**config.mk**
```make
export PLATFORM = sky130hd
export DESIGN_NAME = hsv_to_rgb_converter_unit
export DESIGN_NICKNAME = d
export VERILOG_FILES = /design/src/rtl/core/hsvc_pkg.sv /design/src/rtl/core/hsvc_sector.sv /design/src/rtl/core/hsvc_mix.sv /design/src/rtl/core/hsvc_scale.sv /design/src/rtl/core/hsv_to_rgb_converter_unit.sv
export SDC_FILE = /design/constraint.sdc
export NUM_CORES = 2
export LEC_CHECK = 0
export BUFFER_PORTS_ARGS = -buffer_cell sky130_fd_sc_hd__clkbuf_2
export CAP_MARGIN = 20
export CELL_PAD_IN_SITES_DETAIL_PLACEMENT = 0
export CELL_PAD_IN_SITES_GLOBAL_PLACEMENT = 1
export CORE_MARGIN = 4
export CORE_UTILIZATION = 57
export CTS_CLUSTER_DIAMETER = 40
export CTS_CLUSTER_SIZE = 25
export DETAILED_ROUTE_END_ITERATION = 7
export GPL_TIMING_DRIVEN = 0
export PLACE_DENSITY = 0.86
export SETUP_SLACK_MARGIN = 0.3
export SLEW_MARGIN = 10
export SYNTH_ARGS = -nofsm -noshare
export SYNTH_HDL_FRONTEND = slang
export SYNTH_SLANG_ARGS = --single-unit
```
**constraint.sdc**
```tcl
create_clock -name clk -period 17.3 [get_ports clk]
set_clock_uncertainty 0.05 [all_clocks]
set_input_delay 2.595 -clock clk [delete_from_list [all_inputs] [get_ports clk]]
set_output_delay 2.595 -clock clk [all_outputs]
set_load 0.02 [all_outputs]
```
**src/rtl/core/hsvc_pkg.sv**
```systemverilog
package hsvc_pkg;

  // hue geometry in 1/16 degree
  localparam int unsigned HueSector = 960;
  // offset that maps (hue + 32768) onto the same residue as hue mod 5760
  localparam logic [16:0] HueWrapOffset = 17'd1792;
  // q1.8 unity
  localparam logic [8:0] QOne = 9'd256;
  // reciprocal of 15 in 2^-16 units, exact for the ranges used here
  localparam logic [12:0] RecipFifteen = 13'd4370;
  // reciprocal of 6 in 2^-8 units, exact for quotients up to 70
  localparam logic [5:0] RecipSix = 6'd43;
  localparam logic [7:0] ResetScale = 8'd200;

  // sector codes, 60 degrees each
  localparam logic [2:0] SectorRedGreen  = 3'd0;
  localparam logic [2:0] SectorGreenRed  = 3'd1;
  localparam logic [2:0] SectorGreenBlue = 3'd2;
  localparam logic [2:0] SectorBlueGreen = 3'd3;
  localparam logic [2:0] SectorBlueRed   = 3'd4;

  // chroma, ramp position and offset of one pixel
  typedef struct packed {
    logic [2:0]  sector;
    logic [9:0]  rem;
    logic [16:0] chroma;
    logic [16:0] offset;
  } hsvc_chroma_t;

  // per-channel sums in units of 1 / (65536 * 960)
  typedef struct packed {
    logic [25:0] red;
    logic [25:0] green;
    logic [25:0] blue;
  } hsvc_sums_t;

endpackage

```
**src/rtl/core/hsvc_sector.sv**
```systemverilog
module hsvc_sector (
  input  logic                  clk,
  input  logic                  rst_n,
  input  logic                  en,
  input  logic                  in_valid,
  input  logic signed [15:0]    hue,
  input  logic signed [9:0]     saturation,
  input  logic signed [9:0]     brightness,
  output logic                  out_valid,
  output hsvc_pkg::hsvc_chroma_t out_data
);

  // stage 1 registers
  logic        s1_valid_r;
  logic [16:0] s1_t_r;
  logic [8:0]  s1_sat_r;
  logic [8:0]  s1_val_r;
  // stage 2 registers
  logic        s2_valid_r;
  logic [16:0] s2_t_r;
  logic [6:0]  s2_q_r;
  logic [16:0] s2_chroma_r;
  logic [8:0]  s2_val_r;
  // stage 3 registers
  logic                  s3_valid_r;
  hsvc_pkg::hsvc_chroma_t s3_data_r;

  logic [16:0] t_nxt;
  logic [8:0]  sat_nxt;
  logic [8:0]  val_nxt;
  logic [23:0] q_prod;
  logic [17:0] chroma_prod;
  logic [11:0] six_prod;
  logic [3:0]  six_quot;
  logic [6:0]  sector_full;
  logic [16:0] sector_base;
  logic [16:0] rem_full;
  logic [16:0] offset_nxt;

  // hue offset into a positive range with the same residue mod 5760
  assign t_nxt = {1'b0, ~hue[15], hue[14:0]} + hsvc_pkg::HueWrapOffset;

  // clamp q1.8 inputs into 0..256
  always_comb begin
    if (saturation[9]) begin
      sat_nxt = '0;
    end else if (saturation > $signed(10'd256)) begin
      sat_nxt = hsvc_pkg::QOne;
    end else begin
      sat_nxt = saturation[8:0];
    end
    if (brightness[9]) begin
      val_nxt = '0;
    end else if (brightness > $signed(10'd256)) begin
      val_nxt = hsvc_pkg::QOne;
    end else begin
      val_nxt = brightness[8:0];
    end
  end

  // t / 960 as (t / 64) / 15 by reciprocal, chroma product
  assign q_prod      = 24'(s1_t_r[16:6]) * 24'(hsvc_pkg::RecipFifteen);
  assign chroma_prod = 18'(s1_val_r) * 18'(s1_sat_r);

  // sector = q mod 6, remainder within the sector, offset m
  assign six_prod    = 12'(s2_q_r) * 12'(hsvc_pkg::RecipSix);
  assign six_quot    = six_prod[11:8];
  assign sector_full = s2_q_r - 7'(six_quot * 4'd6);
  assign sector_base = 17'(s2_q_r) * 17'(hsvc_pkg::HueSector);
  assign rem_full    = s2_t_r - sector_base;
  assign offset_nxt  = {s2_val_r, 8'b0} - s2_chroma_r;

  // valid bits
  always_ff @(posedge clk) begin
    if (!rst_n) begin
      s1_valid_r <= 1'b0;
      s2_valid_r <= 1'b0;
      s3_valid_r <= 1'b0;
    end else if (en) begin
      s1_valid_r <= in_valid;
      s2_valid_r <= s1_valid_r;
      s3_valid_r <= s2_valid_r;
    end
  end

  // payload
  always_ff @(posedge clk) begin
    if (en) begin
      s1_t_r             <= t_nxt;
      s1_sat_r           <= sat_nxt;
      s1_val_r           <= val_nxt;
      s2_t_r             <= s1_t_r;
      s2_q_r             <= q_prod[22:16];
      s2_chroma_r        <= chroma_prod[16:0];
      s2_val_r           <= s1_val_r;
      s3_data_r.sector   <= sector_full[2:0];
      s3_data_r.rem      <= rem_full[9:0];
      s3_data_r.chroma   <= s2_chroma_r;
      s3_data_r.offset   <= offset_nxt;
    end
  end

  assign out_valid = s3_valid_r;
  assign out_data  = s3_data_r;

endmodule

```
**src/rtl/core/hsvc_mix.sv**
```systemverilog
module hsvc_mix (
  input  logic                   clk,
  input  logic                   rst_n,
  input  logic                   en,
  input  logic                   in_valid,
  input  hsvc_pkg::hsvc_chroma_t in_data,
  output logic                   out_valid,
  output hsvc_pkg::hsvc_sums_t   out_data
);

  // stage 4 registers
  logic        s4_valid_r;
  logic [2:0]  s4_sector_r;
  logic [25:0] s4_full_r;
  logic [25:0] s4_ramp_r;
  logic [25:0] s4_offset_r;
  // stage 5 registers
  logic                 s5_valid_r;
  hsvc_pkg::hsvc_sums_t s5_data_r;

  logic [9:0]  ramp_mul;
  logic [26:0] full_prod;
  logic [26:0] ramp_prod;
  logic [26:0] offset_prod;
  logic [25:0] red_sel;
  logic [25:0] green_sel;
  logic [25:0] blue_sel;

  // rising ramp in even sectors, falling in odd ones
  assign ramp_mul    = in_data.sector[0] ? 10'(hsvc_pkg::HueSector) - in_data.rem
                                         : in_data.rem;
  assign full_prod   = 27'(in_data.chroma) * 27'(hsvc_pkg::HueSector);
  assign ramp_prod   = 27'(in_data.chroma) * 27'(ramp_mul);
  assign offset_prod = 27'(in_data.offset) * 27'(hsvc_pkg::HueSector);

  // sector table places chroma and ramp on the channels
  always_comb begin
    case (s4_sector_r)
      hsvc_pkg::SectorRedGreen: begin
        red_sel = s4_full_r; green_sel = s4_ramp_r; blue_sel = '0;
      end
      hsvc_pkg::SectorGreenRed: begin
        red_sel = s4_ramp_r; green_sel = s4_full_r; blue_sel = '0;
      end
      hsvc_pkg::SectorGreenBlue: begin
        red_sel = '0; green_sel = s4_full_r; blue_sel = s4_ramp_r;
      end
      hsvc_pkg::SectorBlueGreen: begin
        red_sel = '0; green_sel = s4_ramp_r; blue_sel = s4_full_r;
      end
      hsvc_pkg::SectorBlueRed: begin
        red_sel = s4_ramp_r; green_sel = '0; blue_sel = s4_full_r;
      end
      default: begin
        red_sel = s4_full_r; green_sel = '0; blue_sel = s4_ramp_r;
      end
    endcase
  end

  // valid bits
  always_ff @(posedge clk) begin
    if (!rst_n) begin
      s4_valid_r <= 1'b0;
      s5_valid_r <= 1'b0;
    end else if (en) begin
      s4_valid_r <= in_valid;
      s5_valid_r <= s4_valid_r;
    end
  end

  // payload, sums never exceed 65536 * 960
  always_ff @(posedge clk) begin
    if (en) begin
      s4_sector_r     <= in_data.sector;
      s4_full_r       <= full_prod[25:0];
      s4_ramp_r       <= ramp_prod[25:0];
      s4_offset_r     <= offset_prod[25:0];
      s5_data_r.red   <= red_sel + s4_offset_r;
      s5_data_r.green <= green_sel + s4_offset_r;
      s5_data_r.blue  <= blue_sel + s4_offset_r;
    end
  end

  assign out_valid = s5_valid_r;
  assign out_data  = s5_data_r;

endmodule

```
**src/rtl/core/hsvc_scale.sv**
```systemverilog
module hsvc_scale (
  input  logic                 clk,
  input  logic                 rst_n,
  input  logic                 en,
  input  logic [7:0]           scale,
  input  logic                 in_valid,
  input  hsvc_pkg::hsvc_sums_t in_data,
  output logic                 out_valid,
  output logic [7:0]           red,
  output logic [7:0]           green,
  output logic [7:0]           blue
);

  // stage 6 registers, products already divided by 65536
  logic        s6_valid_r;
  logic [17:0] s6_red_r;
  logic [17:0] s6_green_r;
  logic [17:0] s6_blue_r;
  // stage 7 output registers
  logic        s7_valid_r;
  logic [7:0]  s7_red_r;
  logic [7:0]  s7_green_r;
  logic [7:0]  s7_blue_r;

  logic [33:0] red_prod;
  logic [33:0] green_prod;
  logic [33:0] blue_prod;
  logic [23:0] red_quot;
  logic [23:0] green_quot;
  logic [23:0] blue_quot;

  // channel times output scale
  assign red_prod   = 34'(in_data.red) * 34'(scale);
  assign green_prod = 34'(in_data.green) * 34'(scale);
  assign blue_prod  = 34'(in_data.blue) * 34'(scale);

  // divide by 960 as (x / 64) / 15 by reciprocal
  assign red_quot   = 24'(s6_red_r[17:6]) * 24'(hsvc_pkg::RecipFifteen);
  assign green_quot = 24'(s6_green_r[17:6]) * 24'(hsvc_pkg::RecipFifteen);
  assign blue_quot  = 24'(s6_blue_r[17:6]) * 24'(hsvc_pkg::RecipFifteen);

  // valid bits
  always_ff @(posedge clk) begin
    if (!rst_n) begin
      s6_valid_r <= 1'b0;
      s7_valid_r <= 1'b0;
    end else if (en) begin
      s6_valid_r <= in_valid;
      s7_valid_r <= s6_valid_r;
    end
  end

  // payload
  always_ff @(posedge clk) begin
    if (en) begin
      s6_red_r   <= red_prod[33:16];
      s6_green_r <= green_prod[33:16];
      s6_blue_r  <= blue_prod[33:16];
      s7_red_r   <= red_quot[23:16];
      s7_green_r <= green_quot[23:16];
      s7_blue_r  <= blue_quot[23:16];
    end
  end

  assign out_valid = s7_valid_r;
  assign red       = s7_red_r;
  assign green     = s7_green_r;
  assign blue      = s7_blue_r;

endmodule

```
**src/rtl/core/hsv_to_rgb_converter_unit.sv**
```systemverilog
// channel  direction  ports                          payload
// in       slave      in_tvalid/in_tready/in_tdata   hue, saturation, brightness
// out      master     out_tvalid/out_tready/out_tdata  red, green, blue
// cfg      slave      cfg_valid/cfg_ready/cfg_data   output_scale
//
// seven register stages, one pixel per clock while the output is not stalled
// the last stage is the output register; depth is set by the multiplier chain
// reset clears all valid bits and loads output_scale with 200
// a stalled output holds the whole pipeline in place; nothing is dropped
module hsv_to_rgb_converter_unit (
  input  logic        clk,
  input  logic        rst_n,
  input  logic        in_tvalid,
  output logic        in_tready,
  input  logic [39:0] in_tdata,   // hue[15:0], saturation[25:16], brightness[35:26], zero
  output logic        out_tvalid,
  input  logic        out_tready,
  output logic [23:0] out_tdata,  // red[7:0], green[15:8], blue[23:16]
  input  logic        cfg_valid,
  output logic        cfg_ready,
  input  logic [7:0]  cfg_data    // output_scale
);

  logic                   en;
  logic [7:0]             scale_r;
  logic                   sec_valid;
  hsvc_pkg::hsvc_chroma_t sec_data;
  logic                   mix_valid;
  hsvc_pkg::hsvc_sums_t   mix_data;
  logic [7:0]             red;
  logic [7:0]             green;
  logic [7:0]             blue;

  // pipeline advances unless the output holds an untaken transfer
  assign en        = !out_tvalid || out_tready;
  assign in_tready = en;
  assign cfg_ready = 1'b1;

  // output scale register
  always_ff @(posedge clk) begin
    if (!rst_n) begin
      scale_r <= hsvc_pkg::ResetScale;
    end else if (cfg_valid) begin
      scale_r <= cfg_data;
    end
  end

  // hue wrap, clamp, chroma
  hsvc_sector u_sector (
    .clk        (clk),
    .rst_n      (rst_n),
    .en         (en),
    .in_valid   (in_tvalid),
    .hue        ($signed(in_tdata[15:0])),
    .saturation ($signed(in_tdata[25:16])),
    .brightness ($signed(in_tdata[35:26])),
    .out_valid  (sec_valid),
    .out_data   (sec_data)
  );

  // ramp and channel sums
  hsvc_mix u_mix (
    .clk       (clk),
    .rst_n     (rst_n),
    .en        (en),
    .in_valid  (sec_valid),
    .in_data   (sec_data),
    .out_valid (mix_valid),
    .out_data  (mix_data)
  );

  // scale and divide
  hsvc_scale u_scale (
    .clk       (clk),
    .rst_n     (rst_n),
    .en        (en),
    .scale     (scale_r),
    .in_valid  (mix_valid),
    .in_data   (mix_data),
    .out_valid (out_tvalid),
    .red       (red),
    .green     (green),
    .blue      (blue)
  );

  assign out_tdata = {blue, green, red};

endmodule

```
==> results.md <==
- P&R area growth vs syn: 8.99%
- Period utilisation layout: approximately half
- Hold_buf cts: 0
- Proportion of synthesized flip-flops having asynchronous set or reset: 0%
- Clock root cell: sky130_fd_sc_hd__clkbuf_16
- Detail Placement HPWL: 87100 um
- Post-synth EDFFs: 330
- Top-level port count: 80
- TritonCTS clock tree: yes
- Fraction of the yosys area taken by sequential cells: 21.6%
- Max clock buf depth: 3
- Arrival @ worst endpoint: 8.85 ns
- WS Path Type: flop to flop
- Number of antenna violations at the first check in global routing: 2
- Die height: 296 um
- Minimum period implied by the final worst setup slack: between 8 and 9 ns
- Per-instance average area after synthesis: 10.3 um^2
- Placeable core region: 82100 um^2
- Post-CTS Setup Bufs: 0
- Global-route total usage across every layer: 25.7%
- Net Count, Synth: between 5000 and 6000
- Top-area cell type share of the netlist area: between 20% and 30%
- Unrepaired setup endpoints after global routing: false
- Actual slew at the worst max-slew pin: around 1.1 ns
- Core Rows: between 100 and 150
- Initial core utilization: between 50 and 60%
- Via density: 5.49
- Hold Fails Final Rpt: 0
- Width of the chip: about 300 um
- Total die area: 87600 um^2
- Total via count in the routed design: approximately 32000
- Relative slew slack: 24.3%
- Final weighted congestion in routability-driven placement: 0.933
- Gate Count Post-Synth: 4587
- Max-slew violation count: 0
- Global-route wire length before repair: 177000 um
- Post-synth top area cell: sky130_fd_sc_hd__fa_1
- Max-cap violation count: 0
- Number of buffers created by CTS: approximately 70
- Clock-pin slew on the worst setup and hold paths: 0.06 ns
- Total number of nets in the final design: between 6000 and 7000
- Clock sink count: 345
- Critical path endpoint category: flop
- Path depth of the worst reg2reg path: 22
- Quantity of I/O buffers inserted on ports: 73
- Flip-flop cell with the highest count after synthesis: sky130_fd_sc_hd__edfxtp_1
- Peak Freq: between 0.1 and 0.15 GHz
- Count of cells resized by post-cts repair: 0
- Hold crit path type: flop to flop
- Cell count of the worst hold path: 0
- Post-detailed-route count of antenna-violating nets: 0
- Number of global-route vias before repair: around 34000
- # H-tree levels: 3
- Wire per inst: about 18 um
- Kind of start point of the critical path: flop
- Result of the run: finished clean
- Number of synthesized register bits: 345
- Main area contributors after synthesis: sky130_fd_sc_hd__fa_1 (30%), sky130_fd_sc_hd__edfxtp_1 (21%), sky130_fd_sc_hd__ha_1 (16%)
- Required time reported for the critical path endpoint: about 18 ns
- Remaining global-route overflow: 0
- Share of cells above drive strength 1: ~5.1%
- Setup TNS after final layout: 0 ns
- Maximum number of pins on one net before global-route repair: 126
- Latest clock arrival within the worst-skew pair: approximately 0.64 ns
- YS warnings: 0
- Wire length after detailed routing: 108000 um
- Iteration count of the initial detailed-routing pass: 6
- Number of setup violations in the final report: 0
- Yosys cell types: 85
- Netlist area before placement: 47300 um^2
- Number of DRC markers in iteration 0: around 1800
- Drt drc: 0
- Crit Path Max Fanout: 10
-- area by class of cell --
cell class | count | area [um^2]
plain buffers | 126 | 478
well taps | 1070 | 1340
flip-flops and latches | 345 | 10200
multi-input cells | 3378 | 33800
repair buffers | 75 | 420
clock buffers | 78 | 1800
diodes | 4 | 10.0
clock inverters | 50 | 669
fillers | 6816 | 30600
inverters | 738 | 2780
-- layout by cell type (no fill, tap or decap), types with 15 or more instances in the layout --
cell type | Yosys | final
sky130_fd_sc_hd__ha_1 | 609 | 609
sky130_fd_sc_hd__clkbuf_16 | 0 | 70
sky130_fd_sc_hd__a22o_1 | 57 | 57
sky130_fd_sc_hd__o21a_1 | 33 | 33
sky130_fd_sc_hd__or3_1 | 16 | 16
sky130_fd_sc_hd__fa_1 | 697 | 697
sky130_fd_sc_hd__edfxtp_1 | 330 | 330
sky130_fd_sc_hd__xnor2_1 | 163 | 163
sky130_fd_sc_hd__o21ai_1 | 16 | 16
sky130_fd_sc_hd__clkbuf_2 | 0 | 73
sky130_fd_sc_hd__dfxtp_1 | 15 | 15
sky130_fd_sc_hd__nand2b_1 | 31 | 31
sky130_fd_sc_hd__nor2_1 | 116 | 116
sky130_fd_sc_hd__a21oi_1 | 131 | 131
sky130_fd_sc_hd__o21ai_0 | 57 | 57
sky130_fd_sc_hd__xor2_1 | 64 | 64
sky130_fd_sc_hd__clkbuf_1 | 110 | 116
sky130_fd_sc_hd__nor3_1 | 48 | 48
sky130_fd_sc_hd__and2_1 | 365 | 365
sky130_fd_sc_hd__a21o_1 | 69 | 69
sky130_fd_sc_hd__nand2_1 | 555 | 555
sky130_fd_sc_hd__inv_1 | 738 | 737
sky130_fd_sc_hd__nand3_1 | 36 | 36
sky130_fd_sc_hd__and3_1 | 20 | 20
sky130_fd_sc_hd__nor2b_1 | 86 | 86
-- metal layers --
metal  vias up  GRT usage [%]  part of all wire [%]
met5         -              0                     0
met1     15900           33.7                    42
met4         0           9.09                   3.8
li1      15200              -                     -
met3       228           4.19                   5.9
met2       847           43.8                    48
-- stage by stage --
stage                     util (%)  hold slack [ns]  area (um^2)  instances  worst slack, ns
after global placement        59.6            0.352        49000       5730             1.68
after CTS                     62.7            0.368        51500       5860             8.95
after detailed placement      59.7            0.356        49000       5732             9.00
final                         62.7            0.370        51500       5864             8.81
after global routing          62.7            0.375        51500       5860             8.43
after floorplan                  -            0.350        47300       4587             5.32
-- worst paths after layout --
kind | from | slack, ns | to
worst max-delay path | u_sector.out_data[34] | 8.81 | u_mix.s4_ramp_r[21]
worst min-delay path | u_sector.s1_t_r[5] | 0.37 | u_sector.s2_t_r[5]
worst max register to register | u_sector.out_data[34] | 8.81 | u_mix.s4_ramp_r[21]
worst min register to register | u_sector.s1_t_r[5] | 0.37 | u_sector.s2_t_r[5]
-- worst max-delay path, stage by stage (launching register included) --
cell and delay [ns]:
sky130_fd_sc_hd__edfxtp_1 0.34, sky130_fd_sc_hd__clkbuf_1 0.42, sky130_fd_sc_hd__clkbuf_1 0.43, sky130_fd_sc_hd__inv_1 0.11, sky130_fd_sc_hd__ha_1 0.24, sky130_fd_sc_hd__nand2b_1 0.16
sky130_fd_sc_hd__xnor2_1 0.81, sky130_fd_sc_hd__clkbuf_1 0.53, sky130_fd_sc_hd__nand2_1 0.17, sky130_fd_sc_hd__fa_1 0.54, sky130_fd_sc_hd__inv_1 0.05, sky130_fd_sc_hd__fa_1 0.51
sky130_fd_sc_hd__fa_1 0.59, sky130_fd_sc_hd__fa_1 0.43, sky130_fd_sc_hd__fa_1 0.44, sky130_fd_sc_hd__ha_1 0.39, sky130_fd_sc_hd__a21o_1 0.19, sky130_fd_sc_hd__a41oi_1 0.33
sky130_fd_sc_hd__o21ai_1 0.21, sky130_fd_sc_hd__a41oi_1 0.39, sky130_fd_sc_hd__nor3b_1 0.42, sky130_fd_sc_hd__o21ai_1 0.15, sky130_fd_sc_hd__xor2_1 0.32
-- cell usage after synthesis (all sizes together), types with 9 or more instances --
master  instances
nor3           49
a21boi         12
nand4          11
dfxtp          15
and3           20
a21oi         133
xor2           64
inv           738
fa            697
clkbuf        110
nand2b         31
nor2          117
a211oi         11
edfxtp        330
o21ai          77
nor2b          86
ha            609
a21o           69
a22o           57
nand3          36
o21bai         13
o31ai          10
buf            16
nand2         556
o21a           33
xnor2         163
or2            13
a31oi          15
and2          366
or3            17
a31o            9
-- registers in the layout, indices dropped and copies added, names as in the netlist, 9 cells and up --
signal,count
u_mix.s4_full_r,20
u_scale.s6_green_r,12
u_sector.s2_t_r,10
u_scale.s6_red_r,12
u_sector.s2_chroma_r,17
u_sector.s1_val_r,9
u_mix.s4_offset_r,19
u_sector.out_data,46
u_mix.out_data,78
u_mix.s4_ramp_r,26
u_sector.s1_sat_r,9
u_scale.s6_blue_r,12
u_sector.s1_t_r,17
u_sector.s2_val_r,9
-- cells by family after synthesis --
group           count (synthesis)  share of synthesized area [%]
mux                             9                          0.193
xor+xnor                      227                           4.21
compound gates                507                           7.54
simple gates                 1328                           13.9
fa+ha+maj                    1306                           45.7
flops                         345                           21.6
other cells                     1                        0.00794
buf+inv                       864                           6.87
Power is not shown: default switching activity piles up to over one toggle a cycle in this logic, so the estimate is an artifact.
